--- src/row_softmax_macros.svh ---
// Assertion macros for the row softmax block
`ifndef ROW_SOFTMAX_MACROS_SVH
`define ROW_SOFTMAX_MACROS_SVH
`ifndef SYNTHESIS
`define RSM_ASSERT(label, prop, msg) \
    label: assert property (@(posedge clk) disable iff (!rst_n) prop) else $error(msg);
`define RSM_NEVER(label, cond, msg) \
    label: assert property (@(posedge clk) disable iff (!rst_n) !(cond)) else $error(msg);
`else
`define RSM_ASSERT(label, prop, msg)
`define RSM_NEVER(label, cond, msg)
`endif
`endif

--- src/rsm_pkg.sv ---
// Shared types and constants of the row softmax block
`timescale 1ns / 1ps
`default_nettype none
package rsm_pkg;
    localparam int RSM_MAX_COLS   = 64;
    localparam int RSM_SUM_W      = 23;
    localparam int RSM_EXP_W      = 17;
    localparam int RSM_NUM_W      = 33;
    localparam logic [15:0] RSM_FLUSH_LIMIT = 16'd2839;
    localparam logic [3:0]  RSM_EXP_LAST    = 4'd13;
    localparam logic [15:0] RSM_Q88_MIN     = 16'h8000;

    typedef enum logic [2:0] {
        ST_LOAD,
        ST_SUM_RD,
        ST_SUM_EXP,
        ST_SUM_WAIT,
        ST_EMIT_RD,
        ST_EMIT_EXP,
        ST_EMIT_WAIT,
        ST_OUT
    } rsm_state_t;
endpackage
`default_nettype wire

--- src/rsm_ram.sv ---
// Generic single-write, registered-read RAM
`timescale 1ns / 1ps
`default_nettype none
module rsm_ram #(
    parameter int WIDTH = 16,
    parameter int DEPTH = 64
) (
    input  wire logic                     clk,
    input  wire logic                     we,
    input  wire logic [$clog2(DEPTH)-1:0] waddr,
    input  wire logic [WIDTH-1:0]         wdata,
    input  wire logic [$clog2(DEPTH)-1:0] raddr,
    output logic      [WIDTH-1:0]         rdata
);
    logic [WIDTH-1:0] mem [DEPTH];

    // write port and registered read port
    always_ff @(posedge clk)
    begin
        if (we)
        begin
            mem[waddr] <= wdata;
        end
        rdata <= mem[raddr];
    end
endmodule
`default_nettype wire

--- src/rsm_exp.sv ---
// Iterative exp(-t) unit on one shared 32x32 multiplier
`timescale 1ns / 1ps
`default_nettype none
module rsm_exp (
    input  wire logic                          clk,
    input  wire logic                          rst_n,
    input  wire logic                          start,
    input  wire logic [15:0]                   span,
    output logic                               done,
    output logic [rsm_pkg::RSM_EXP_W-1:0]      value
);
    import rsm_pkg::*;

    logic        busy_reg, busy_next;
    logic        done_reg, done_next;
    logic [3:0]  step_reg, step_next;
    logic [31:0] y_reg, y_next;
    logic [31:0] y2_reg, y2_next;
    logic [31:0] y3_reg, y3_next;
    logic [31:0] e_reg, e_next;
    logic [RSM_EXP_W-1:0] val_reg, val_next;
    logic [31:0] mul_a, mul_b;
    logic [63:0] prod;
    logic [32:0] e_init;
    logic [32:0] rnd;

    // pick multiplier operands by step
    always_comb
    begin
        case (step_reg)
            4'd0:    begin mul_a = y_reg;  mul_b = y_reg;  end
            4'd1:    begin mul_a = y2_reg; mul_b = y_reg;  end
            4'd2:    begin mul_a = y3_reg; mul_b = 32'd683; end
            default: begin mul_a = e_reg;  mul_b = e_reg;  end
        endcase
    end
    assign prod = 64'(mul_a) * 64'(mul_b);

    // series value: 1 - y + y^2/2 - y^3/6, division by six via reciprocal
    assign e_init = 33'h1_0000_0000 - 33'(y_reg) + 33'(y2_reg >> 1) - 33'(prod[43:12]);
    assign rnd    = 33'(prod[63:32]) + 33'd32768;

    // step sequencing
    always_comb
    begin
        busy_next = busy_reg;
        done_next = 1'b0;
        step_next = step_reg;
        y_next    = y_reg;
        y2_next   = y2_reg;
        y3_next   = y3_reg;
        e_next    = e_reg;
        val_next  = val_reg;
        if (start)
        begin
            step_next = 4'd0;
            y_next    = {3'b0, span, 13'b0};
            if (span == 16'd0)
            begin
                val_next  = RSM_EXP_W'(65536);
                done_next = 1'b1;
            end
            else if (span > RSM_FLUSH_LIMIT)
            begin
                val_next  = '0;
                done_next = 1'b1;
            end
            else
            begin
                busy_next = 1'b1;
            end
        end
        else if (busy_reg)
        begin
            step_next = step_reg + 4'd1;
            case (step_reg)
                4'd0:    y2_next = prod[63:32];
                4'd1:    y3_next = prod[63:32];
                4'd2:    e_next  = e_init[31:0];
                default: e_next  = prod[63:32];
            endcase
            if (step_reg == RSM_EXP_LAST)
            begin
                busy_next = 1'b0;
                done_next = 1'b1;
                val_next  = rnd[32:16];
            end
        end
    end

    // control registers
    always_ff @(posedge clk or negedge rst_n)
    begin
        if (!rst_n)
        begin
            busy_reg <= 1'b0;
            done_reg <= 1'b0;
            step_reg <= 4'd0;
        end
        else
        begin
            busy_reg <= busy_next;
            done_reg <= done_next;
            step_reg <= step_next;
        end
    end

    // datapath registers
    always_ff @(posedge clk)
    begin
        y_reg   <= y_next;
        y2_reg  <= y2_next;
        y3_reg  <= y3_next;
        e_reg   <= e_next;
        val_reg <= val_next;
    end

    assign done  = done_reg;
    assign value = val_reg;
endmodule
`default_nettype wire

--- src/rsm_div.sv ---
// Bit-serial restoring divider, one quotient bit a cycle, saturating
`timescale 1ns / 1ps
`default_nettype none
module rsm_div (
    input  wire logic                         clk,
    input  wire logic                         rst_n,
    input  wire logic                         start,
    input  wire logic [rsm_pkg::RSM_EXP_W-1:0] ex,
    input  wire logic [rsm_pkg::RSM_SUM_W-1:0] sum,
    output logic                              done,
    output logic [15:0]                       quot
);
    import rsm_pkg::*;

    logic                 busy_reg, busy_next;
    logic                 done_reg, done_next;
    logic [5:0]           cnt_reg, cnt_next;
    logic [RSM_NUM_W-1:0] num_reg, num_next;
    logic [RSM_NUM_W-1:0] q_reg, q_next;
    logic [RSM_SUM_W:0]   rem_reg, rem_next;
    logic [RSM_SUM_W-1:0] d_reg, d_next;
    logic [RSM_SUM_W:0]   trial;

    assign trial = {rem_reg[RSM_SUM_W-1:0], num_reg[RSM_NUM_W-1]};

    // shift one numerator bit in, subtract where it fits
    always_comb
    begin
        busy_next = busy_reg;
        done_next = 1'b0;
        cnt_next  = cnt_reg;
        num_next  = num_reg;
        q_next    = q_reg;
        rem_next  = rem_reg;
        d_next    = d_reg;
        if (start)
        begin
            busy_next = 1'b1;
            cnt_next  = '0;
            num_next  = {ex, 16'b0} + RSM_NUM_W'(sum >> 1);
            q_next    = '0;
            rem_next  = '0;
            d_next    = sum;
        end
        else if (busy_reg)
        begin
            num_next = num_reg << 1;
            cnt_next = cnt_reg + 6'd1;
            if (trial >= {1'b0, d_reg})
            begin
                rem_next = trial - {1'b0, d_reg};
                q_next   = {q_reg[RSM_NUM_W-2:0], 1'b1};
            end
            else
            begin
                rem_next = trial;
                q_next   = {q_reg[RSM_NUM_W-2:0], 1'b0};
            end
            if (cnt_reg == 6'(RSM_NUM_W - 1))
            begin
                busy_next = 1'b0;
                done_next = 1'b1;
            end
        end
    end

    always_ff @(posedge clk or negedge rst_n)
    begin
        if (!rst_n)
        begin
            busy_reg <= 1'b0;
            done_reg <= 1'b0;
            cnt_reg  <= '0;
        end
        else
        begin
            busy_reg <= busy_next;
            done_reg <= done_next;
            cnt_reg  <= cnt_next;
        end
    end

    always_ff @(posedge clk)
    begin
        num_reg <= num_next;
        q_reg   <= q_next;
        rem_reg <= rem_next;
        d_reg   <= d_next;
    end

    // saturate to the top of Q0.16
    assign quot = (q_reg[RSM_NUM_W-1:16] != '0) ? 16'hFFFF : q_reg[15:0];
    assign done = done_reg;
endmodule
`default_nettype wire

--- src/row_softmax.sv ---
// Row softmax top level: row buffer, sequencer, exp unit and divider
// Scores stream in one word per cycle while the row is loaded; a word with tlast (or the
// MAX_COLS-th word) closes the row. The block then drops s_tready and makes two passes over
// the buffered row: a summing pass (RAM read, exp start and the 14-step exp unit on a
// single shared multiplier, whose steps are skipped when the distance to the maximum is zero
// or flushed) and an emit pass (RAM read, exp again, the 33-step bit-serial divider and the
// output hand-off, which waits on m_tready). Probabilities are unsigned Q0.16, 1.0
// saturating to 65535; tlast marks the last one of the row.
`timescale 1ns / 1ps
`default_nettype none
`include "row_softmax_macros.svh"
module row_softmax #(
    parameter int MAX_COLS = rsm_pkg::RSM_MAX_COLS
) (
    input  wire logic        clk,
    input  wire logic        rst_n,
    input  wire logic        s_tvalid,
    output logic             s_tready,
    input  wire logic [15:0] s_tdata,   // [15:0] score
    input  wire logic        s_tlast,
    output logic             m_tvalid,
    input  wire logic        m_tready,
    output logic [15:0]      m_tdata,   // [15:0] probability
    output logic             m_tlast
);
    import rsm_pkg::*;

    localparam int IW = $clog2(MAX_COLS);
    localparam int CW = $clog2(MAX_COLS + 1);

    rsm_state_t           state_reg, state_next;
    logic [CW-1:0]        fill_reg, fill_next;
    logic [IW-1:0]        idx_reg, idx_next;
    logic [15:0]          max_reg, max_next;
    logic [RSM_SUM_W-1:0] sum_reg, sum_next;
    logic [15:0]          prob_reg, prob_next;
    logic                 last_reg, last_next;
    logic                 s_acc, m_acc, row_close, idx_last;
    logic                 exp_start, exp_done, div_start, div_done;
    logic [RSM_EXP_W-1:0] exp_val;
    logic [15:0]          quot;
    logic [15:0]          rd_score;
    logic [16:0]          diff;
    logic [15:0]          acc_max;

    assign s_acc     = s_tvalid && s_tready;
    assign m_acc     = m_tvalid && m_tready;
    assign row_close = s_tlast || (fill_reg + CW'(1) == CW'(MAX_COLS));
    assign idx_last  = (CW'(idx_reg) + CW'(1) == fill_reg);
    assign acc_max   = ($signed(s_tdata) > $signed(max_reg)) ? s_tdata : max_reg;
    assign diff      = {max_reg[15], max_reg} - {rd_score[15], rd_score};

    rsm_ram #(.WIDTH(16), .DEPTH(MAX_COLS)) u_row_ram (
        .clk   (clk),
        .we    (s_acc),
        .waddr (fill_reg[IW-1:0]),
        .wdata (s_tdata),
        .raddr (idx_reg),
        .rdata (rd_score)
    );

    rsm_exp u_exp (
        .clk   (clk),
        .rst_n (rst_n),
        .start (exp_start),
        .span  (diff[15:0]),
        .done  (exp_done),
        .value (exp_val)
    );

    rsm_div u_div (
        .clk   (clk),
        .rst_n (rst_n),
        .start (div_start),
        .ex    (exp_val),
        .sum   (sum_reg),
        .done  (div_done),
        .quot  (quot)
    );

    // next state
    always_comb
    begin
        state_next = state_reg;
        unique case (state_reg)
            ST_LOAD:      if (s_acc && row_close) state_next = ST_SUM_RD;
            ST_SUM_RD:    state_next = ST_SUM_EXP;
            ST_SUM_EXP:   state_next = ST_SUM_WAIT;
            ST_SUM_WAIT:  if (exp_done) state_next = idx_last ? ST_EMIT_RD : ST_SUM_RD;
            ST_EMIT_RD:   state_next = ST_EMIT_EXP;
            ST_EMIT_EXP:  state_next = ST_EMIT_WAIT;
            ST_EMIT_WAIT: if (div_done) state_next = ST_OUT;
            ST_OUT:       if (m_acc) state_next = last_reg ? ST_LOAD : ST_EMIT_RD;
            default:      state_next = ST_LOAD;
        endcase
    end

    // state outputs
    always_comb
    begin
        s_tready  = 1'b0;
        m_tvalid  = 1'b0;
        exp_start = 1'b0;
        div_start = 1'b0;
        unique case (state_reg)
            ST_LOAD:      s_tready  = 1'b1;
            ST_SUM_EXP:   exp_start = 1'b1;
            ST_EMIT_EXP:  exp_start = 1'b1;
            ST_EMIT_WAIT: div_start = exp_done;
            ST_OUT:       m_tvalid  = 1'b1;
            default:      ;
        endcase
    end

    // row bookkeeping
    always_comb
    begin
        fill_next = fill_reg;
        idx_next  = idx_reg;
        max_next  = max_reg;
        sum_next  = sum_reg;
        prob_next = prob_reg;
        last_next = last_reg;
        if (s_acc)
        begin
            fill_next = fill_reg + CW'(1);
            max_next  = acc_max;
            idx_next  = '0;
            sum_next  = '0;
        end
        if (state_reg == ST_SUM_WAIT && exp_done)
        begin
            sum_next = sum_reg + RSM_SUM_W'(exp_val);
            idx_next = idx_last ? '0 : idx_reg + IW'(1);
        end
        if (state_reg == ST_EMIT_WAIT && div_done)
        begin
            prob_next = quot;
            last_next = idx_last;
        end
        if (m_acc)
        begin
            idx_next = idx_reg + IW'(1);
            if (last_reg)
            begin
                fill_next = '0;
                max_next  = RSM_Q88_MIN;
                sum_next  = '0;
                idx_next  = '0;
            end
        end
    end

    always_ff @(posedge clk or negedge rst_n)
    begin
        if (!rst_n)
        begin
            state_reg <= ST_LOAD;
            fill_reg  <= '0;
            idx_reg   <= '0;
            max_reg   <= RSM_Q88_MIN;
            sum_reg   <= '0;
            last_reg  <= 1'b0;
        end
        else
        begin
            state_reg <= state_next;
            fill_reg  <= fill_next;
            idx_reg   <= idx_next;
            max_reg   <= max_next;
            sum_reg   <= sum_next;
            last_reg  <= last_next;
        end
    end

    always_ff @(posedge clk)
    begin
        prob_reg <= prob_next;
    end

    assign m_tdata = prob_reg;
    assign m_tlast = last_reg;

    `RSM_NEVER(a_ready_vs_valid, s_tready && m_tvalid, "input and output open together")
    `RSM_NEVER(a_fill_bound, fill_reg > CW'(MAX_COLS), "row buffer overfilled")
    `RSM_ASSERT(a_row_cleared, m_acc && m_tlast |=> fill_reg == '0, "row not cleared")
    `RSM_ASSERT(a_close_leaves_load, s_acc && row_close |=> !s_tready, "row end not taken")
endmodule
`default_nettype wire

--- config.mk ---
export PLATFORM = sky130hd
export DESIGN_NAME = row_softmax
export DESIGN_NICKNAME = d
export VERILOG_FILES = /design/src/rsm_pkg.sv /design/src/rsm_ram.sv /design/src/rsm_exp.sv /design/src/rsm_div.sv /design/src/row_softmax.sv
export VERILOG_INCLUDE_DIRS = /design/src /design/src/src
export SDC_FILE = /design/constraint.sdc
export NUM_CORES = 2
export LEC_CHECK = 0
export ABC_AREA = 1
export BUFFER_PORTS_ARGS = -buffer_cell sky130_fd_sc_hd__buf_4
export CAP_MARGIN = 10
export CORE_ASPECT_RATIO = 1.2
export CORE_MARGIN = 2
export CORE_UTILIZATION = 50
export CTS_CLUSTER_SIZE = 10
export DETAILED_ROUTE_END_ITERATION = 7
export HOLD_SLACK_MARGIN = 0.03
export PLACE_DENSITY_LB_ADDON = 0.05
export SETUP_SLACK_MARGIN = 0.1
export SYNTH_ARGS = -nofsm -noshare
export SYNTH_HDL_FRONTEND = slang
export SYNTH_SLANG_ARGS = --single-unit
--- constraint.sdc ---
create_clock -name clk -period 10.3 [get_ports clk]
set_input_delay 1.03 -clock clk [delete_from_list [all_inputs] [get_ports clk]]
set_output_delay 1.03 -clock clk [all_outputs]
set_load 0.01 [all_outputs]
After elaboration in Yosys (flattened, before gate mapping)
Memory sizes are Yosys's and may differ from the RTL's. A register that Yosys moved wholly into a read port is not among the register bits.
Index checks and enable logic that the tools add are counted.
- memories kept: 1
- input port bits: 21
- RAM bits: 1024
- flip-flop bits (word level): 327
- latch bits: 0
- output and inout bits: 19
- ROM bits: 0
- memories (name ; depth ; width ; rd ports ; clocked after memory_dff ; wr ports ; line ; source):
    u_row_ram.mem ; 64 ; 16 ; 1 ; 1 ; 1 ; rsm_ram.sv:15 ; logic [WIDTH-1:0] mem [DEPTH];
- magnitude comparators: 3
- bitwise gates (word level): 2
- multiplexer cells: 61
- divide/modulo/power cells: 0
- $add $sub $neg: 13
- shift-type cells: 0
- eq/ne operators: 20
- multipliers: 1
- reductions and logical operators: 22
- operator list (operator ; count):
    $pmux W32 S2 ; 2
    $mux W23 ; 5
    $pmux W32 S3 ; 1
    $mux W17 ; 5
    $mux W33 ; 2
    $mul A32 B32 Y64 ; 1
    $mux W16 ; 4
    $mux W6 ; 7
    $add A32 B16 Y33 const B ; 1
    $add A33 B22 Y33 ; 1
    $add A32 B31 Y32 ; 1
    $sub A32 B32 Y32 ; 1
    $sub A1 B29 Y30 const A ; 1
    $ge A24 B23 Y1 ; 1
    $pmux W3 S8 ; 1
    $add A23 B17 Y23 ; 1
    $mux W1 ; 23
    $sub A23 B23 Y23 ; 1
    $mux W7 ; 3
    $mux W3 ; 6
    $reduce_bool A17 Y1 ; 1
    $gt A16 B12 Y1 const B ; 1
    $gt A16 B16 Y1 ; 1
    $logic_not A16 Y1 ; 1
    other kinds (29) ; 50

Logic depth before layout (Yosys ltp)
- depth in word-level cells: 8
- depth in mapped cells: 55

Cells and area by module
A second synthesis with hierarchy kept.
- cell total of the unflattened synthesis: 10208
- area, all modules: 95962.0 um^2
- modules (own cells, without submodules) (module ; area each (um^2) ; sequential area each (um^2) ; cells each ; instances):
    rsm_ram ; 42099.1 ; 31069.8 ; 3517 ; 1
    rsm_exp ; 41299.6 ; 4023.9 ; 4975 ; 1
    rsm_div ; 6701.4 ; 3002.9 ; 890 ; 1
    row_softmax ; 5861.9 ; 1883.1 ; 826 ; 1

Worst setup path after synthesis
No wires, ideal clock.
- path type: reg-to-reg
- start: register u_exp.step_reg[0]
- end: register u_exp.e_reg[31], data pin
- stages on the path, launching flop included: 49
- arrival time: 9.867 ns
- slack: 0.166 ns
- setup time: 0.267 ns
- cells stage by stage: dfrtp_1 inv_1 ha_1 o21ai_4 nand2_2 buf_2 nor2_1 clkinv_1 nand2_1 inv_1 clkbuf_1 nor2_1 fa_1 fa_1 fa_1 inv_1 fa_1 inv_1 (+13 left out) inv_1 nor4_1 nand2_1 nand2_2 nand2_1 nand2_1 xor2_1 inv_1 fa_1 ha_1 a21oi_1 nor2_1 nor2_1 nor2_1 a2111oi_0 nand3_1 nand3_1 o21ai_0
- word-level cells in the longest chain between the ends: 6
- elaborated cells between the ends (all ways): 9
- classes of those cells: add/sub: 1; mul: 1; eq/ne: 2; mux: 3; reduce/logical: 2
- ends and longest elaborated chain (item ; line ; source):
    from (decl) ; rsm_exp.sv:16 ; logic [3:0] step_reg, step_next;
    from (signal assigned) ; rsm_exp.sv:104 ; step_reg <= step_next;
    $eq A4 B1 Y1 or $logic_not A4 Y1 (tied branches) ; rsm_exp.sv:30 ; case (step_reg)
    $reduce_or A2 Y1 (no source line) ; n/a ;
    $pmux W32 S2 ; rsm_exp.sv:30 ;
    $mul A32 B32 Y64 (*) ; rsm_exp.sv:37 ; assign prod = 64'(mul_a) * 64'(mul_b);
    via u_exp.prod[39] ; rsm_exp.sv:23 ; logic [63:0] prod;
    $sub A32 B32 Y32 (*) ; rsm_exp.sv:40 ; assign e_init = 33'h1_0000_0000 - 33'(y_reg) + 33'(y2_reg >> 1) - 33'(prod[43:12]);
    $pmux W32 S2 (*) ; rsm_exp.sv:76 ; case (step_reg)
    to (signal assigned) ; rsm_exp.sv:114 ; e_reg <= e_next;
    to (decl) ; rsm_exp.sv:20 ; logic [31:0] e_reg, e_next;
Mark *: on every way through the listed nets, which the timed path passes. The rest lies on a longest branch.
A chain may end at the register's enable or synchronous reset.

Final worst setup path
- start: register u_exp.step_reg[0]
- end: register u_exp.e_reg[28], data pin
- word-level cells in the longest chain between the ends: 6
- elaborated cells between the ends (all ways): 9
- classes of those cells: add/sub: 1; mul: 1; eq/ne: 2; mux: 3; reduce/logical: 2
- ends and longest elaborated chain (item ; line):
    $eq A4 B1 Y1 or $logic_not A4 Y1 (tied branches) ; rsm_exp.sv:30, rsm_exp.sv:76
    $reduce_or A2 Y1 (no source line) ; n/a
    $pmux W32 S2 ; rsm_exp.sv:30
    $mul A32 B32 Y64 ; rsm_exp.sv:37
    $sub A32 B32 Y32 ; rsm_exp.sv:40
    $pmux W32 S2 (*) ; rsm_exp.sv:76
Mark *: on every way between the ends. The rest lies on a longest branch, timed or not.

==> qor.yml <==
synthCells: 9256
largest_reg_flops: 1024
place_hpwl_um: 248300
fin_skew_ns: 0.06053
gr-total-overflow: 0
outcome: "completed"
place.gp.congestion: 1.096
coreArea_um2: 184900
period_minus_slack_ns: 10.21
fin_ws_ns: 0.09134
clk_latency_ns: 0.84
setup_viol: 0
chipWidth_um: 397.3
r2r_slack_ns: 0.09
cts_tree: "yes"
die_area_um2: 189100
crit_path_start_kind: "flip-flop"
ys_seq_elements: 1367
grt_first_pass_wirelength_um: 476700
h-tree-depth: 4
final_cell_count_no_fill: 12496
placed_area_um2: 101600
yosys.area.top_type: "edfxtp_1"
cp_common_cell: "fa_1"
drt_wl_total_um: 332200
fillCellCount: 15933
hp-class: "in -> async"
vias: 71028
fin_nets: 11297
dp.cells: 12161
hold_viol_final: 0
wire_per_inst_um: 26.58
slowest_delay_ns: 0.63
max_freq_ghz: 0.09796
async_flop_share: 0.05121
ys_warn_count: 0
cp.required_ns: 10.85
synth_most_common_cell: "inv_1"
yosysSeqAreaShare: 0.4308
dr_wl_met2_um: 159400
wl_met1_um: 119700
stdcell_area_um2: 109300
period_share: 0.9911
top_layer_used: "met5"
grt_usage: 0.3501
cts_buffers: 160
root_buffer: "clkbuf_16"
crit_fanout: 6
start_util: 0.5020
worstSetupEndpointType: "flip-flop"
dp_worst_setup_slack_ns: -0.8722
synth.cell_area_um2: 92800
drc: 0
slew_headroom: 0.1875
num_io_pins: 40
grt_pass1_vias: 71917
synth.top_cells.by_count: "inv_1 (1554), nor2_1 (1299), edfxtp_1 (1225), nand2_1 (1189), fa_1 (918)"
critPathArrivalTime_ns: 10.76
port_buffers: 39
cts.path.max_buffers: 3
worstMarginPinSlew_ns: 1.217
cts_hold_buf: 0
wl_met3_um: 18180
antenna_found_initial: 7
ant_nets: 0
cts_sinks: 1367
ys_types: 61
via_per_inst: 5.684
rsz0062_at_grt: "yes"
row_count: 173
post_synth.cell_area_avg_um2: 10.03
grt_max_degree: 232
synth_edf_count: 1225
clkTransAtPathRegs_ns: 0.06
finalSetupTns_ns: 0
synth_flop_cell: "edfxtp_1"
crit_path_top_delay_cell: "fa_2"
synth_nets: 10585
synth.area.top_cells: "edfxtp_1 (40%), fa_1 (20%), inv_1 (6.3%)"
drtIter0Drc: 5970
final-max-slew-violation-count: 0
crit_type: "reg -> reg"
die_h_um: 475.9
syn2layout_area_growth_pct: 17.82
synth_top_area_share: 0.3964
drive_gt1_frac: 0.1657
dr.pass1.iters: 6
cap_violations: 0
==> per-stage QoR <==
step           hold WS [ns]    util
2_1_floorplan        0.4304       -
3_3_place_gp         0.4595  0.5494
3_5_place_dp         0.4697  0.5494
4_1_cts              0.1867  0.5818
5_1_grt              0.2053  0.5914
6_report             0.2333  0.5915
==> critical path: cells and delay by family (launching register included) <==
family | cells | cell delay (ns)
XOR/XNOR | 1 | 0.15
AND/OR/NAND/NOR | 11 | 1.06
AO/OA/AOI/OAI | 6 | 0.91
buffers and inverters | 16 | 1.82
adder cells (fa/ha/maj) | 12 | 5.58
flip-flops | 1 | 0.41
==> layer usage <==
layer	vias to the layer above	track usage
met3	933	0.04493
met2	2643	0.5827
met4	6	0.3001
met5	-	0
li1	31725	-
met1	35721	0.4019
==> layout by cell type, fill, tap and decap left out, types with 46 or more instances in the layout <==
cell,n
inv_1,1509
edfxtp_1,1225
nor2_1,1185
nand2_1,1148
buf_4,866
fa_1,860
o21ai_0,704
nand3_1,341
ha_1,340
o221ai_1,256
a21oi_1,202
clkbuf_16,163
nor2_2,92
xor2_1,76
dfxtp_1,72
dfrtp_1,65
fa_2,58
a21oi_2,56
buf_12,55
nand2_2,54
clkbuf_1,48
ha_4,46
==> worst paths after layout <==
check,start,endpoint,depth (start not counted)
setup / recovery,u_exp.step_reg[0]$_DFFE_PN0P_,u_exp.e_reg[28]$_DFFE_PP_,46
hold / removal,rst_n,u_div.cnt_reg[5]$_DFFE_PN0P_,1
setup reg to reg,u_exp.step_reg[0]$_DFFE_PN0P_,u_exp.e_reg[28]$_DFFE_PP_,46
hold reg to reg,u_div.q_reg[18]$_SDFFE_PP0P_,u_div.q_reg[19]$_SDFFE_PP0P_,2
max in group asynchronous,rst_n,idx_reg[0]$_DFFE_PN0P_,2
min in group clk,u_div.q_reg[18]$_SDFFE_PP0P_,u_div.q_reg[19]$_SDFFE_PP0P_,2
==> area by class of cell <==
type | instances | area [um^2] | share of cell area
Antenna cell | 4 | 10.01 | 0.00009155
Clock buffer | 208 | 4184 | 0.03827
Clock inverter | 28 | 580.6 | 0.005310
Inverter | 1585 | 6037 | 0.05522
Multi-Input combinational cell | 5898 | 47410 | 0.4336
Sequential cell | 1367 | 39990 | 0.3658
Tap cell | 2450 | 3065 | 0.02804
Timing Repair Buffer | 956 | 8053 | 0.07365
==> logic make-up after synthesis <==
| logic type | Yosys count | synth area share |
|---|---|---|
| AND/OR/NAND/NOR | 2996 | 0.1306 |
| buffers and inverters | 1991 | 0.08068 |
| AO/OA/AOI/OAI | 1467 | 0.09528 |
| flip-flops | 1367 | 0.4308 |
| adder cells (fa/ha/maj) | 1308 | 0.2506 |
| XOR/XNOR | 126 | 0.01189 |
| multiplexers | 1 | 0.0001079 |
==> what timing repair did <==
action | 4_1_cts | 5_1_grt
gates resized for setup | 232 | 329
buffers inserted | 35 | 56
setup endpoints to repair | 18 | 29
cloned | 0 | 3
pin swaps | 34 | 134
Power is left out: the tool's default activity adds up to more than one toggle a clock period on the data nets, which glitch-free logic cannot reach.
